--- config.mk ---
export PLATFORM = sky130hd
export DESIGN_NAME = cpc_cfg
export DESIGN_NICKNAME = d
export VERILOG_FILES = /design/src/hw/rtl/cpc_pkg.sv /design/src/hw/rtl/cpc_cfg.sv
export SDC_FILE = /design/constraint.sdc
export NUM_CORES = 1
export LEC_CHECK = 0
export ABC_CLOCK_PERIOD_IN_PS = 1050
export BUFFER_PORTS_ARGS = -buffer_cell sky130_fd_sc_hd__buf_2
export CAP_MARGIN = 30
export CORE_UTILIZATION = 45
export DETAILED_ROUTE_END_ITERATION = 7
export GPL_TIMING_DRIVEN = 1
export PLACE_DENSITY = 0.78
export RECOVER_POWER = 50
export SLEW_MARGIN = 20
export SYNTH_ARGS = -nofsm -noshare
export SYNTH_HDL_FRONTEND = slang
export SYNTH_SLANG_ARGS = --single-unit
export TNS_END_PERCENT = 100
--- constraint.sdc ---
create_clock -name clk -period 1.05 [get_ports clk]
set_input_delay 0.105 -clock clk [delete_from_list [all_inputs] [get_ports clk]]
set_output_delay 0.105 -clock clk [all_outputs]
set_load 0.05 [all_outputs]
--- src/hw/rtl/cpc_pkg.sv ---
// ----------------------------------------------------------------------------
// cpc_pkg: shared types and constants for the clipped pixel compositor
// Item structs, configuration layout, register indexes and draw modes.
// ----------------------------------------------------------------------------
package cpc_pkg;

  // Framebuffer size limits for clipping
  localparam int MAX_WIDTH  = 1024;
  localparam int MAX_HEIGHT = 1024;
  localparam logic [12:0] X_LIMIT = 13'(MAX_WIDTH);
  localparam logic [12:0] Y_LIMIT = 13'(MAX_HEIGHT);

  localparam logic [7:0] TRANSPARENT_PIXEL = 8'hFF;
  localparam logic [7:0] MAX_COLOR_UNIT    = 8'd31;

  localparam int TABLE_DEPTH = 65536;
  localparam int TABLE_AW    = 16;
  localparam int CFG_DW      = 11;

  typedef enum logic [2:0] {
    REG_WIN_MIN_X   = 3'd0,
    REG_WIN_MIN_Y   = 3'd1,
    REG_WIN_MAX_X   = 3'd2,
    REG_WIN_MAX_Y   = 3'd3,
    REG_SCREEN_W    = 3'd4,
    REG_DRAW_MODE   = 3'd5,
    REG_FILL_COLOR  = 3'd6,
    REG_BLEND_LIMIT = 3'd7
  } cfg_reg_t;

  typedef enum logic [2:0] {
    MODE_COPY       = 3'd0,
    MODE_BLEND      = 3'd1,
    MODE_SHADE      = 3'd2,
    MODE_BLEND_FILL = 3'd3,
    MODE_SOLID_FILL = 3'd4
  } draw_mode_t;

  typedef enum logic {
    CMD_LOAD = 1'b0,
    CMD_DRAW = 1'b1
  } command_t;

  typedef struct packed {
    logic [9:0]  win_min_x;
    logic [9:0]  win_min_y;
    logic [9:0]  win_max_x;
    logic [9:0]  win_max_y;
    logic [10:0] screen_width;
    logic [2:0]  draw_mode;
    logic [7:0]  fill_color;
    logic [8:0]  blend_limit;
  } cfg_t;

  typedef struct packed {
    logic               command;
    logic [15:0]        table_index;
    logic [7:0]         table_value;
    logic signed [11:0] pos_x;
    logic signed [11:0] pos_y;
    logic [7:0]         src_pixel;
    logic [7:0]         dst_pixel;
  } in_item_t;

  typedef struct packed {
    logic        write_enable;
    logic [19:0] address;
    logic [7:0]  pixel_out;
  } out_item_t;

  // Decoded draw item, held between the front and back stages
  typedef struct packed {
    logic       we;
    logic       addr_en;
    logic       use_table;
    logic [7:0] pix_direct;
    logic [9:0] x;
    logic [9:0] y;
  } front_t;

endpackage

--- src/hw/rtl/cpc_cfg.sv ---
// ----------------------------------------------------------------------------
// cpc_cfg: configuration register file
// Window, screen width, mode, fill color and blend limit registers.
// ----------------------------------------------------------------------------
module cpc_cfg
  import cpc_pkg::*;
(
  input  logic              clk,
  input  logic              rst_n,
  input  logic              wr_en,
  input  logic [2:0]        wr_index,
  input  logic [CFG_DW-1:0] wr_data,
  output cfg_t              cfg
);

  cfg_t cfg_r;
  cfg_t cfg_nxt;

  always_comb begin
    cfg_nxt = cfg_r;
    if (wr_en) begin
      unique case (cfg_reg_t'(wr_index))
        REG_WIN_MIN_X:   cfg_nxt.win_min_x    = wr_data[9:0];
        REG_WIN_MIN_Y:   cfg_nxt.win_min_y    = wr_data[9:0];
        REG_WIN_MAX_X:   cfg_nxt.win_max_x    = wr_data[9:0];
        REG_WIN_MAX_Y:   cfg_nxt.win_max_y    = wr_data[9:0];
        REG_SCREEN_W:    cfg_nxt.screen_width = wr_data[10:0];
        REG_DRAW_MODE:   cfg_nxt.draw_mode    = wr_data[2:0];
        REG_FILL_COLOR:  cfg_nxt.fill_color   = wr_data[7:0];
        REG_BLEND_LIMIT: cfg_nxt.blend_limit  = wr_data[8:0];
      endcase
    end
  end

  always_ff @(posedge clk) begin
    if (!rst_n) begin
      cfg_r.win_min_x    <= 10'd0;
      cfg_r.win_min_y    <= 10'd0;
      cfg_r.win_max_x    <= 10'd639;
      cfg_r.win_max_y    <= 10'd479;
      cfg_r.screen_width <= 11'd640;
      cfg_r.draw_mode    <= MODE_COPY;
      cfg_r.fill_color   <= 8'd0;
      cfg_r.blend_limit  <= 9'd0;
    end else begin
      cfg_r <= cfg_nxt;
    end
  end

  assign cfg = cfg_r;

endmodule

* After elaboration in Yosys (flattened, before gate mapping)
Cells that the tools add are included.
** Cells by class
- Equality and inequality tests :: 7
- Reduce and logical (&&, ||, !) cells :: 9
** Operators by type and width (count)
- 2-bit AND reduction :: 8
- 3-bit == test (second input constant) :: 4
- 3-bit by 2-bit == test with 1-bit output (second input constant) :: 2
- 3-bit by 1-bit == test with 1-bit output (second input constant) :: 1
- 3-bit logical NOT :: 1
** Word-level totals
- Bits in registers :: 71
- Input port bits :: 17
- Output and inout port bits :: 71
- Word-level logic and storage cells :: 24

* Longest topological paths before layout
Gate-level depths: netlist of the first run.
- Depth in word-level cells :: 2
- Mapped depth :: 4
- Gate-level depth less buffers :: 2

* Worst setup path before layout of the first run
No wires, ideal clock.
- Path kind :: input-to-reg
- From :: input wr_index[0]
- To :: register cfg_r, in the netlist cfg[66]
- Library setup time :: 0.123 ns
- Arrival :: 0.904 ns
- Data required time :: 0.927 ns
- Slack :: 0.023 ns
- Stages :: 3
- Path buffers :: 1
- Path through :: or4b_1 buf_6 mux2i_1
** On the way
- Longest elaborated chain between the ends :: 2
** RTL lines
- from (decl) :: line cpc_cfg.sv:11 : input logic [2:0] wr_index,
- 3-bit logical NOT :: line cpc_cfg.sv:22 : unique case (cfg_reg_t'(wr_index))
- 2-bit AND reduction (no line)
- to (signal assigned) :: line cpc_cfg.sv:46 : cfg_r <= cfg_nxt;
- to (decl) :: line cpc_cfg.sv:16 : cfg_t cfg_r;
Every way passes these cells.
A chain may end at the register's enable or synchronous reset.

* Worst setup path in the final report of the first run
- From :: register cfg_r, in the netlist cfg[53]
- To :: output cfg[53] in the netlist's numbering
** RTL lines
- to (decl) :: line cpc_cfg.sv:13 : output cfg_t cfg
No word-level cell between the ends.

==> flow_metrics.py, run 1 <==
metrics = {
    "floorplanning": {
        "coreArea_um2": 5680,
        "num_rows": 27,
        "die_area_um2": 6350,
        "num_io_pins": 88,
        "start_util_pct": 47.9,
        "die_h_um": 79.7,
        "dieWidth_um": 79.7,
    },
    "global_routing": {
        "antenna_found_initial": 0,
        "globalRouteTotalUtil_pct": 22.0,
        "grt_pass1_wl_mm": 10.2,
        "grt_max_degree": 52,
        "grt-ovfl-total": 0,
        "grt_pass1_vias": 2017,
    },
    "layout": {
        "final_util_pct": 65.7,
        "areaGrowthSynthToFinish_pct": 37.3,
        "mostFrequentLayoutCells": "mux2i_1, dfxtp_1, nand2_1",
        "stdcell_area_um2": 3730,
        "fillers": 462,
        "finish.net_count": 373,
        "n_antenna_cell": 0,
        "largest_register_ffs": 71,
        "drive_above_1_share_pct": 32.1,
    },
    "placed_design": {
        "place_ws_ns": -0.154,
        "portBuffers": 87,
        "place_area_um2": 3330,
        "routabilityCongestion": 0.771,
        "hpwl_mm": 4.47,
    },
    "synth": {
        "synth_nets": 278,
        "synth_top_cell_area_share_pct": 52.3,
        "synth_area_um2": 2720,
        "ys_types": 14,
        "synth.area.top_cells": "dfxtp_1, mux2i_1, nand2_1, nor2b_1, clkbuf_1",
        "ys_ff_latch": 71,
        "synth-warning-count": 0,
        "netlist_instances": 261,
        "seq_area_frac_synth_pct": 52.3,
        "avgSynthCellArea_um2": 10.4,
        "synth_area_leader_cell": "dfxtp_1",
    },
    "clocking": {
        "cts_tree": "yes",
        "htreeDepth": 3,
        "root_buffer": "clkbuf_8",
        "cts_buffer_depth": 2,
        "clk_pin_slew_ns": 0.08,
        "cts_buffers": 9,
        "clk-insertion-delay-late_ns": 0.33,
        "clock-sinks": 71,
        "hold_buffers": 0,
    },
    "critical_path": {
        "cp.arrival_ns": 0.91,
        "cp_cell_sequence": "buf_4",
        "required_ns": 0.94,
        "cp_slowest_cell": "dfxtp_1",
        "slowest_delay_ns": 0.36,
        "critical_path.top_delay_family": "flip-flops",
        "cp.buffers_inverters": 1,
        "critPathLaunchType": "register",
        "end_kind": "output port",
        "path_max_fanout": 2,
        "critical_path_class": "reg2out",
    },
    "timing": {
        "timing.fmax_mhz": 985,
        "period_share_pct": 96.7,
        "layout_min_cycle_time_ns": 1.02,
        "setup_ws_ns": 0.0344,
        "setup_tns_ns": 0,
        "report.final.slew_viol_count": 0,
        "hold_viol": 0,
        "worst_pin_slew_ns": 0.616,
        "slew-limit-headroom_pct": 58.8,
        "finalClockSkew_ns": 0,
        "setup_violations": 0,
    },
    "pwr": {
        "total_power_w": 0.00584,
        "ir_drop_uv": 997,
        "powerDensity_nw_per_um2": 1560,
        "leakage_nw": 1.82,
    },
    "run": {
        "maxCapViolations": 0,
    },
    "min_path": {
        "min_path_type": "in2reg",
    },
    "drt": {
        "viasPerCell": 5.00,
        "wl_mm": 6.53,
        "drt_first_pass_iters": 4,
        "drt_iter0_markers": 53,
        "detailroute.via_count": 2163,
        "drc_errors": 0,
        "drtAntennaViolNets": 0,
        "drt-wirelength-per-cell_um": 15.1,
    },
    "outcome": {
        "outcome": "finished, final reports clean",
    },
}
-- layer usage --
metal	up-vias	track usage, %	routed length, um
li1	1063	-	-
met1	1023	27.4	2980
met2	69	35.4	3090
met3	8	6.40	358
met4	0	9.27	95
met5	-	0	0
-- cell type report --
| class | count | area, um2 | share of cell area [%] |
|---|---|---|---|
| Timing Repair Buffer | 102 | 779 | 20.9 |
| Clock buffer | 10 | 138 | 3.69 |
| Tap cell | 72 | 90.1 | 2.41 |
| Multi-Input combinational cell | 172 | 1220 | 32.7 |
| Sequential cell | 71 | 1420 | 38.1 |
| Clock inverter | 6 | 83.8 | 2.25 |
-- cells in the mapped netlist --
cell	instances
nand4bb_1	1
nand4_1	1
buf_6	1
clkbuf_1	10
or4b_1	1
and4b_1	1
nand2_1	64
and4bb_2	1
nor2b_1	28
dfxtp_1	71
nor4bb_1	1
mux2i_1	71
buf_2	7
nand4b_1	3
-- cells by family after synthesis --
family,count (synthesis),synth area share (%)
flops,71,52.3
mux,71,26.2
simple gates,101,18.5
buf+inv,18,3.08
-- stage by stage --
step	hold WS (ns)	instances
5_1_grt	0.0269	433
3_5_place_dp	0.379	417
2_1_floorplan	0.247	261
4_1_cts	0.0105	433
6_report	0.0163	433
3_3_place_gp	0.359	417
-- where the power goes --
| part | total, W | internal [W] | switching (W) |
|---|---|---|---|
| sequential | 0.00279 | 0.00275 | 0.0000346 |
| combinational | 0.000643 | 0.000223 | 0.000420 |
| clock | 0.00241 | 0.00139 | 0.00101 |
-- path summary, 6_finish.rpt --
kind | from | to | slack, ns | cells after the start
setup / recovery | cfg[53] | cfg[53] | 0.03 | 1
hold / removal | wr_data[10] | cfg[30] | 0.02 | 3
setup reg to reg | cfg[69] | cfg[69] | 0.40 | 2
hold reg to reg | cfg[30] | cfg[30] | 0.46 | 2
-- repair_timing --
action,in CTS,in global routing
resized for setup,52,32
setup buffers,0,0
endpoints found under the hold margin,0,0
endpoints found under the setup margin,52,26
(Power assumes the default switching activity.)
==> run 2: changes to the inputs <==
--- a/config.mk
+++ b/config.mk
@@ -5,6 +5,7 @@
 export SDC_FILE = /design/constraint.sdc
 export NUM_CORES = 1
 export LEC_CHECK = 0
+export ABC_AREA = 1
 export ABC_CLOCK_PERIOD_IN_PS = 1050
 export BUFFER_PORTS_ARGS = -buffer_cell sky130_fd_sc_hd__buf_2
 export CAP_MARGIN = 30
@@ -13,6 +14,7 @@
 export GPL_TIMING_DRIVEN = 1
 export PLACE_DENSITY = 0.78
 export RECOVER_POWER = 50
+export REMOVE_ABC_BUFFERS = 1
 export SLEW_MARGIN = 20
 export SYNTH_ARGS = -nofsm -noshare
 export SYNTH_HDL_FRONTEND = slang
==> run 2 against run 1 <==
  * Largest power group unchanged
  * Critical endpoint is now cfg[12]
  * Synthesized cell count increased by 50%
  * Utilization fell by 1.7 points
  * Global-route usage rose by 1.8 points
  * Synthesized area increased by 1.2%
  * Sequential power increased by 2%
  * Via count grew 29%
  * Fmax about the same
  * Hold slack got worse by 0.0017 ns
  * Routed wire length is 13% higher
  * Highest routed layer unchanged
  * Cell count is 33% higher
  * Critical path type unchanged
  * Flip-flop and latch count stayed put
  * Setup slack hardly changed
==> flow_metrics.py, run 2 <==
metrics = {
    "outcome": {
        "outcome": "finished, final reports clean",
    },
    "synth": {
        "synth_fa_ha_area_share_pct": 0,
        "synth_most_common_cell": "nor2_1",
        "synth_edf_count": 0,
        "synthTopCellsByCount": "nor2_1, nand2_1, dfxtp_1, nand3_1, inv_1",
        "synth_compound_area_share_pct": 0,
        "synth.area.top_cells": "dfxtp_1, nor2_1, nand2_1, nand3_1, inv_1",
        "synth-warning-count": 0,
        "synth_area_leader_cell": "dfxtp_1",
        "synthArstFlopShare_pct": 0,
        "seq_area_frac_synth_pct": 51.7,
        "ys_ff_latch": 71,
        "netlist_instances": 392,
        "ys_types": 14,
        "synth_area_um2": 2750,
        "synthFlopType": "dfxtp_1",
        "synthSimpleGateAreaFrac_pct": 42.9,
        "synth_top_cell_area_share_pct": 51.7,
        "synthMuxAreaShare_pct": 0,
        "avgSynthCellArea_um2": 7.02,
        "synth_top_family_by_area": "simple AND/OR/NAND/NOR gates",
        "synth_xor_area_share_pct": 0,
    },
    "critical_path": {
        "cp_cell_sequence": "buf_4",
        "rrSetupSlack_ns": 0.42,
        "end_kind": "output port",
        "path_max_fanout": 2,
        "critical_path.top_delay_family": "flip-flops",
        "cp_slowest_cell": "dfxtp_1",
        "cp.arrival_ns": 0.91,
        "cp_num_cells": 1,
        "required_ns": 0.94,
        "critPathLaunchType": "register",
        "cp.buffers_inverters": 1,
        "slowest_delay_ns": 0.36,
        "critical_path_class": "reg2out",
        "r2r_cells": 2,
    },
    "drt": {
        "route.met3.wl_um": 509,
        "drtAntennaViolNets": 0,
        "drc_errors": 0,
        "met1_length_mm": 3.21,
        "met2_wirelength_mm": 3.57,
        "drt-wirelength-per-cell_um": 12.8,
        "dr.max_layer_used": "met4",
        "drt_iter0_markers": 227,
        "drt_first_pass_iters": 4,
        "viasPerCell": 4.85,
        "wl_mm": 7.38,
        "detailroute.via_count": 2793,
    },
    "timing": {
        "worst_pin_slew_ns": 0.542,
        "hold_ws_ns": 0.0146,
        "hold_viol": 0,
        "timing.fmax_mhz": 984,
        "layout_min_cycle_time_ns": 1.02,
        "setup_violations": 0,
        "finalClockSkew_ns": 0,
        "slew-limit-headroom_pct": 63.8,
        "period_share_pct": 96.7,
        "report.final.slew_viol_count": 0,
    },
    "global_routing": {
        "grt_max_degree": 72,
        "grt_pass1_vias": 2430,
        "grt_pass1_wl_mm": 11.5,
        "grt-ovfl-total": 0,
        "globalRouteTotalUtil_pct": 23.9,
        "antenna_found_initial": 0,
    },
    "min_path": {
        "min_path_type": "in2reg",
        "whs_path_depth": 3,
    },
    "layout": {
        "finish.net_count": 513,
        "mostFrequentLayoutCell": "nor2_1",
        "mostFrequentLayoutCells": "nor2_1, nand2_1, dfxtp_1",
        "areaGrowthSynthToFinish_pct": 37.9,
        "drive_above_1_share_pct": 24.2,
        "n_antenna_cell": 0,
        "final_util_pct": 64.1,
        "largest_register_ffs": 71,
    },
    "clocking": {
        "clock-sinks": 71,
        "clk_pin_slew_ns": 0.07,
        "cts_buffers": 9,
        "root_buffer": "clkbuf_8",
        "htreeDepth": 3,
        "cts_buffer_depth": 2,
        "clk-insertion-delay-late_ns": 0.34,
        "cts_tree": "yes",
    },
    "pwr": {
        "powerDensity_nw_per_um2": 1650,
        "ir_drop_uv": 978,
        "leakage_nw": 1.82,
    },
    "placed_design": {
        "hpwl_mm": 4.90,
        "routabilityCongestion": 0.773,
        "portBuffers": 87,
    },
    "floorplanning": {
        "coreArea_um2": 5920,
        "num_rows": 28,
        "die_h_um": 80.2,
        "die_area_um2": 6430,
        "num_io_pins": 88,
        "dieWidth_um": 80.2,
        "start_util_pct": 46.4,
    },
    "run": {
        "maxCapViolations": 0,
    },
}
-- run 2: changes by cell type after synthesis, sizes merged, moves of 3 or more --
cell,previous run,this run
mux2i,71,0
nand2,64,107
nor2b,28,0
clkbuf,10,3
buf,8,15
nand3,0,61
nor2,0,118
inv,0,16
nand4b,3,0
-- run 2: routing by layer --
metal	global-route usage [%]	up-vias
met4	10.4	0
met2	37.8	92
met1	30.5	1273
li1	-	1419
met5	0	-
met3	6.25	9
-- run 2: report_power, final --
group	internal [W]	total, W	switching (W)
logic	0.000293	0.000979	0.000686
registers	0.00279	0.00284	0.0000516
clock network	0.00147	0.00244	0.000971
total	0.00455	0.00626	0.00171
-- run 2: logic make-up (layout without fill, tap and decap cells) --
kind of cell,count (synthesis),after routing
DFF,71,71
buffers and inverters,34,143
and+or+nand+nor,287,287
-- run 2: worst paths after layout --
kind                   start      end
setup / recovery     cfg[12]  cfg[12]
hold / removal    wr_data[1]  cfg[42]
setup reg to reg     cfg[70]  cfg[70]
hold reg to reg      cfg[38]  cfg[38]
-- run 2: what timing repair did --
item	in CTS	in global routing
setup buffers	0	0
endpoints found under the hold margin	6	0
hold buffers	6	0
setup endpoints to repair	30	44
resized for setup	30	54
-- run 2: layout make-up --
class,instances,area [um2]
Inverter,16,63.8
Clock inverter,3,65.1
Clock buffer,13,159
Timing Repair Buffer,111,808
Tap cell,75,93.8
Fill cell,545,2130
Multi-Input combinational cell,287,1180
Sequential cell,71,1420
-- run 2: per-stage QoR --
| stage | cell area, um2 | TNS [ns] | instances | setup WS (ns) | total power, W |
|---|---|---|---|---|---|
| finish | 3790 | 0 | 576 | 0.0342 | 0.00626 |
| global route | 3790 | -0.0128 | 576 | -0.0121 | 0.00651 |
| CTS | 3720 | 0 | 576 | 0.00153 | 0.00627 |
| detailed placement | 3360 | -4.12 | 554 | -0.169 | 0.00382 |
| global placement | 3360 | -2.89 | 554 | -0.122 | 0.00380 |
| floorplan | 2660 | -4.22 | 374 | -0.166 | 0.00350 |
==> run 3: changes to the inputs <==
--- a/config.mk
+++ b/config.mk
@@ -6,13 +6,13 @@
 export NUM_CORES = 1
 export LEC_CHECK = 0
 export ABC_AREA = 1
-export ABC_CLOCK_PERIOD_IN_PS = 1050
+export ABC_CLOCK_PERIOD_IN_PS = 1200
 export BUFFER_PORTS_ARGS = -buffer_cell sky130_fd_sc_hd__buf_2
 export CAP_MARGIN = 30
-export CORE_UTILIZATION = 45
+export CORE_UTILIZATION = 50
 export DETAILED_ROUTE_END_ITERATION = 7
 export GPL_TIMING_DRIVEN = 1
-export PLACE_DENSITY = 0.78
+export PLACE_DENSITY = 0.82
 export RECOVER_POWER = 50
 export REMOVE_ABC_BUFFERS = 1
 export SLEW_MARGIN = 20
==> constraint.sdc (replaced) <==
create_clock -name clk -period 1.2 [get_ports clk]
set_input_delay 0.12 -clock clk [delete_from_list [all_inputs] [get_ports clk]]
set_output_delay 0.12 -clock clk [all_outputs]
set_load 0.05 [all_outputs]
==> run 3 against run 2 <==
  * Setup slack better by 0.078 ns
  * First-iteration DRC count is 22% higher
  * Sequential share of layout area up 3.3 points
  * Die area shrank 9.8%
  * Critical path depth unchanged
  * Cell count down 1.9%
  * Largest cell class unchanged
  * Clock skew did not move
  * Register-to-register slack gained 0.15 ns
==> flow_metrics.py, run 3 (synthesis gave the netlist of run 2 again) <==
metrics = {
    "critical_path": {
        "end_kind": "output port",
        "cp_cell_sequence": "buf_2",
        "slowest_delay_ns": 0.35,
        "cp.arrival_ns": 0.97,
        "path_max_fanout": 2,
        "r2r_start": "cfg[59]",
        "crit_path_start": "cfg[21]",
        "cp_num_cells": 1,
        "cp_slowest_cell": "dfxtp_1",
        "required_ns": 1.08,
        "critical_path.top_delay_family": "flip-flops",
        "endpoint": "cfg[21]",
        "rrSetupSlack_ns": 0.57,
        "critPathLaunchType": "register",
        "r2r_cells": 2,
        "critical_path_class": "reg2out",
        "cp.buffers_inverters": 1,
        "r2r-end": "cfg[59]",
    },
    "layout": {
        "seq_area_um2": 1420,
        "final_util_pct": 67.0,
        "fillers": 502,
        "final_cell_count_no_fill": 565,
        "largest_register_ffs": 71,
        "mostFrequentLayoutCell": "nor2_1",
        "mostFrequentLayoutCells": "nor2_1, nand2_1, buf_2",
        "stdcell_area_um2": 3490,
        "n_antenna_cell": 0,
        "areaGrowthSynthToFinish_pct": 26.8,
        "drive_above_1_share_pct": 22.8,
        "finish.net_count": 507,
        "multi_input_area_um2": 1170,
    },
    "timing": {
        "finalClockSkew_ns": 0,
        "setup_violations": 0,
        "worst_pin_slew_ns": 0.748,
        "period_share_pct": 90.7,
        "timing.fmax_mhz": 919,
        "setup_ws_ns": 0.112,
        "rsz0062_at_grt": "false",
        "layout_min_cycle_time_ns": 1.09,
        "report.final.slew_viol_count": 0,
        "slew-limit-headroom_pct": 49.9,
        "hold_viol": 0,
    },
    "drt": {
        "wl_mm": 6.98,
        "detailroute.via_count": 2750,
        "drt_first_pass_iters": 5,
        "viasPerCell": 4.87,
        "drc_errors": 0,
        "drt_iter0_markers": 278,
        "drt-wirelength-per-cell_um": 12.4,
        "drtAntennaViolNets": 0,
    },
    "clocking": {
        "clk-insertion-delay-late_ns": 0.35,
        "ctsResizeCount": 0,
        "root_buffer": "clkbuf_8",
        "cts_buffer_depth": 2,
        "post_cts_buffers": 0,
        "cts_buffers": 9,
        "clock-sinks": 71,
        "cts_tree": "yes",
        "htreeDepth": 3,
        "clk_pin_slew_ns": 0.07,
        "hold_buffers": 4,
    },
    "pwr": {
        "seqPwrFrac_pct": 51.2,
        "p_int_w": 0.00338,
        "p_switching_w": 0.00147,
        "powerDensity_nw_per_um2": 1390,
        "leakage_nw": 1.76,
        "combinationalPowerShare_pct": 16.5,
        "swShare_pct": 30.3,
        "ir_drop_uv": 769,
        "clockPowerShare_pct": 32.4,
    },
    "placed_design": {
        "routabilityCongestion": 0.873,
        "dp_cells": 545,
        "hpwl_mm": 4.75,
        "place_ws_ns": -0.0543,
        "place_area_um2": 3310,
        "portBuffers": 87,
    },
    "global_routing": {
        "grt_pass1_wl_mm": 11.6,
        "grt-ovfl-total": 0,
        "antenna_found_initial": 0,
        "grt_max_degree": 72,
        "globalRouteTotalUtil_pct": 25.6,
        "grt_pass1_vias": 2472,
    },
    "floorplanning": {
        "num_io_pins": 88,
        "start_util_pct": 52.8,
        "num_rows": 26,
        "die_area_um2": 5800,
        "coreArea_um2": 5200,
        "die_h_um": 76.2,
        "dieWidth_um": 76.2,
    },
    "run": {
        "maxCapViolations": 0,
    },
    "outcome": {
        "outcome": "finished, final reports clean",
    },
    "min_path": {
        "min_path_type": "in2reg",
    },
}
## run 3: cell count changes in the layout (fill, tap and decap cells not counted), moves of 2 or more
cell,delta
buf_2,+70
buf_4,-40
inv_1,+2
nor2_2,-3
nor2_1,+3
clkbuf_4,-32
dlygate4sd3_1,-2
clkbuf_8,-2
clkinv_2,+4
clkbuf_1,-2
bufinv_16,-2
## run 3: power groups by stage
| stage | clock network [W] | registers [W] | logic [W] |
|---|---|---|---|
| floorplan | 0 | 0.00282 | 0.000238 |
| global placement | 0 | 0.00253 | 0.000782 |
| detailed placement | 0 | 0.00253 | 0.000794 |
| CTS | 0.00160 | 0.00248 | 0.000806 |
| global route | 0.00172 | 0.00249 | 0.000859 |
| finish | 0.00157 | 0.00248 | 0.000799 |
## run 3: worst min-delay path by stage
stage	from	endpoint	cells after the start
floorplan	rst_n	cfg[27]	1
global route	wr_data[7]	cfg[27]	3
CTS	wr_data[8]	cfg[39]	3
finish	wr_data[8]	cfg[39]	3
detailed placement	wr_data[5]	cfg[46]	3
global placement	wr_data[5]	cfg[46]	3
## run 3: area by class of cell
class,instances,area share (%)
Tap cell,70,2.51
Timing Repair Buffer,105,16.9
Clock inverter,5,0.717
Sequential cell,71,40.7
Multi-Input combinational cell,287,33.6
Inverter,16,1.72
Clock buffer,11,3.77
## run 3: layer usage
| layer | wire length [um] | vias to the layer above | share of wire (%) | global-route usage (%) |
|---|---|---|---|---|
| met5 | 0 | - | 0 | 0 |
| met4 | 175 | 0 | 2.5 | 12.9 |
| met3 | 555 | 16 | 7.9 | 5.27 |
| met2 | 3200 | 111 | 46 | 41.0 |
| met1 | 3050 | 1213 | 44 | 32.9 |
| li1 | - | 1410 | - | - |
## run 3: through the flow
step | total power, W | TNS (ns) | hold slack, ns
after floorplan | 0.00306 | -0.418 | 0.205
after CTS | 0.00489 | 0 | 0.000835
after detailed placement | 0.00333 | -0.438 | 0.337
final | 0.00485 | 0 | 0.00345
after global routing | 0.00506 | 0 | 0.0293
after global placement | 0.00331 | 0 | 0.334
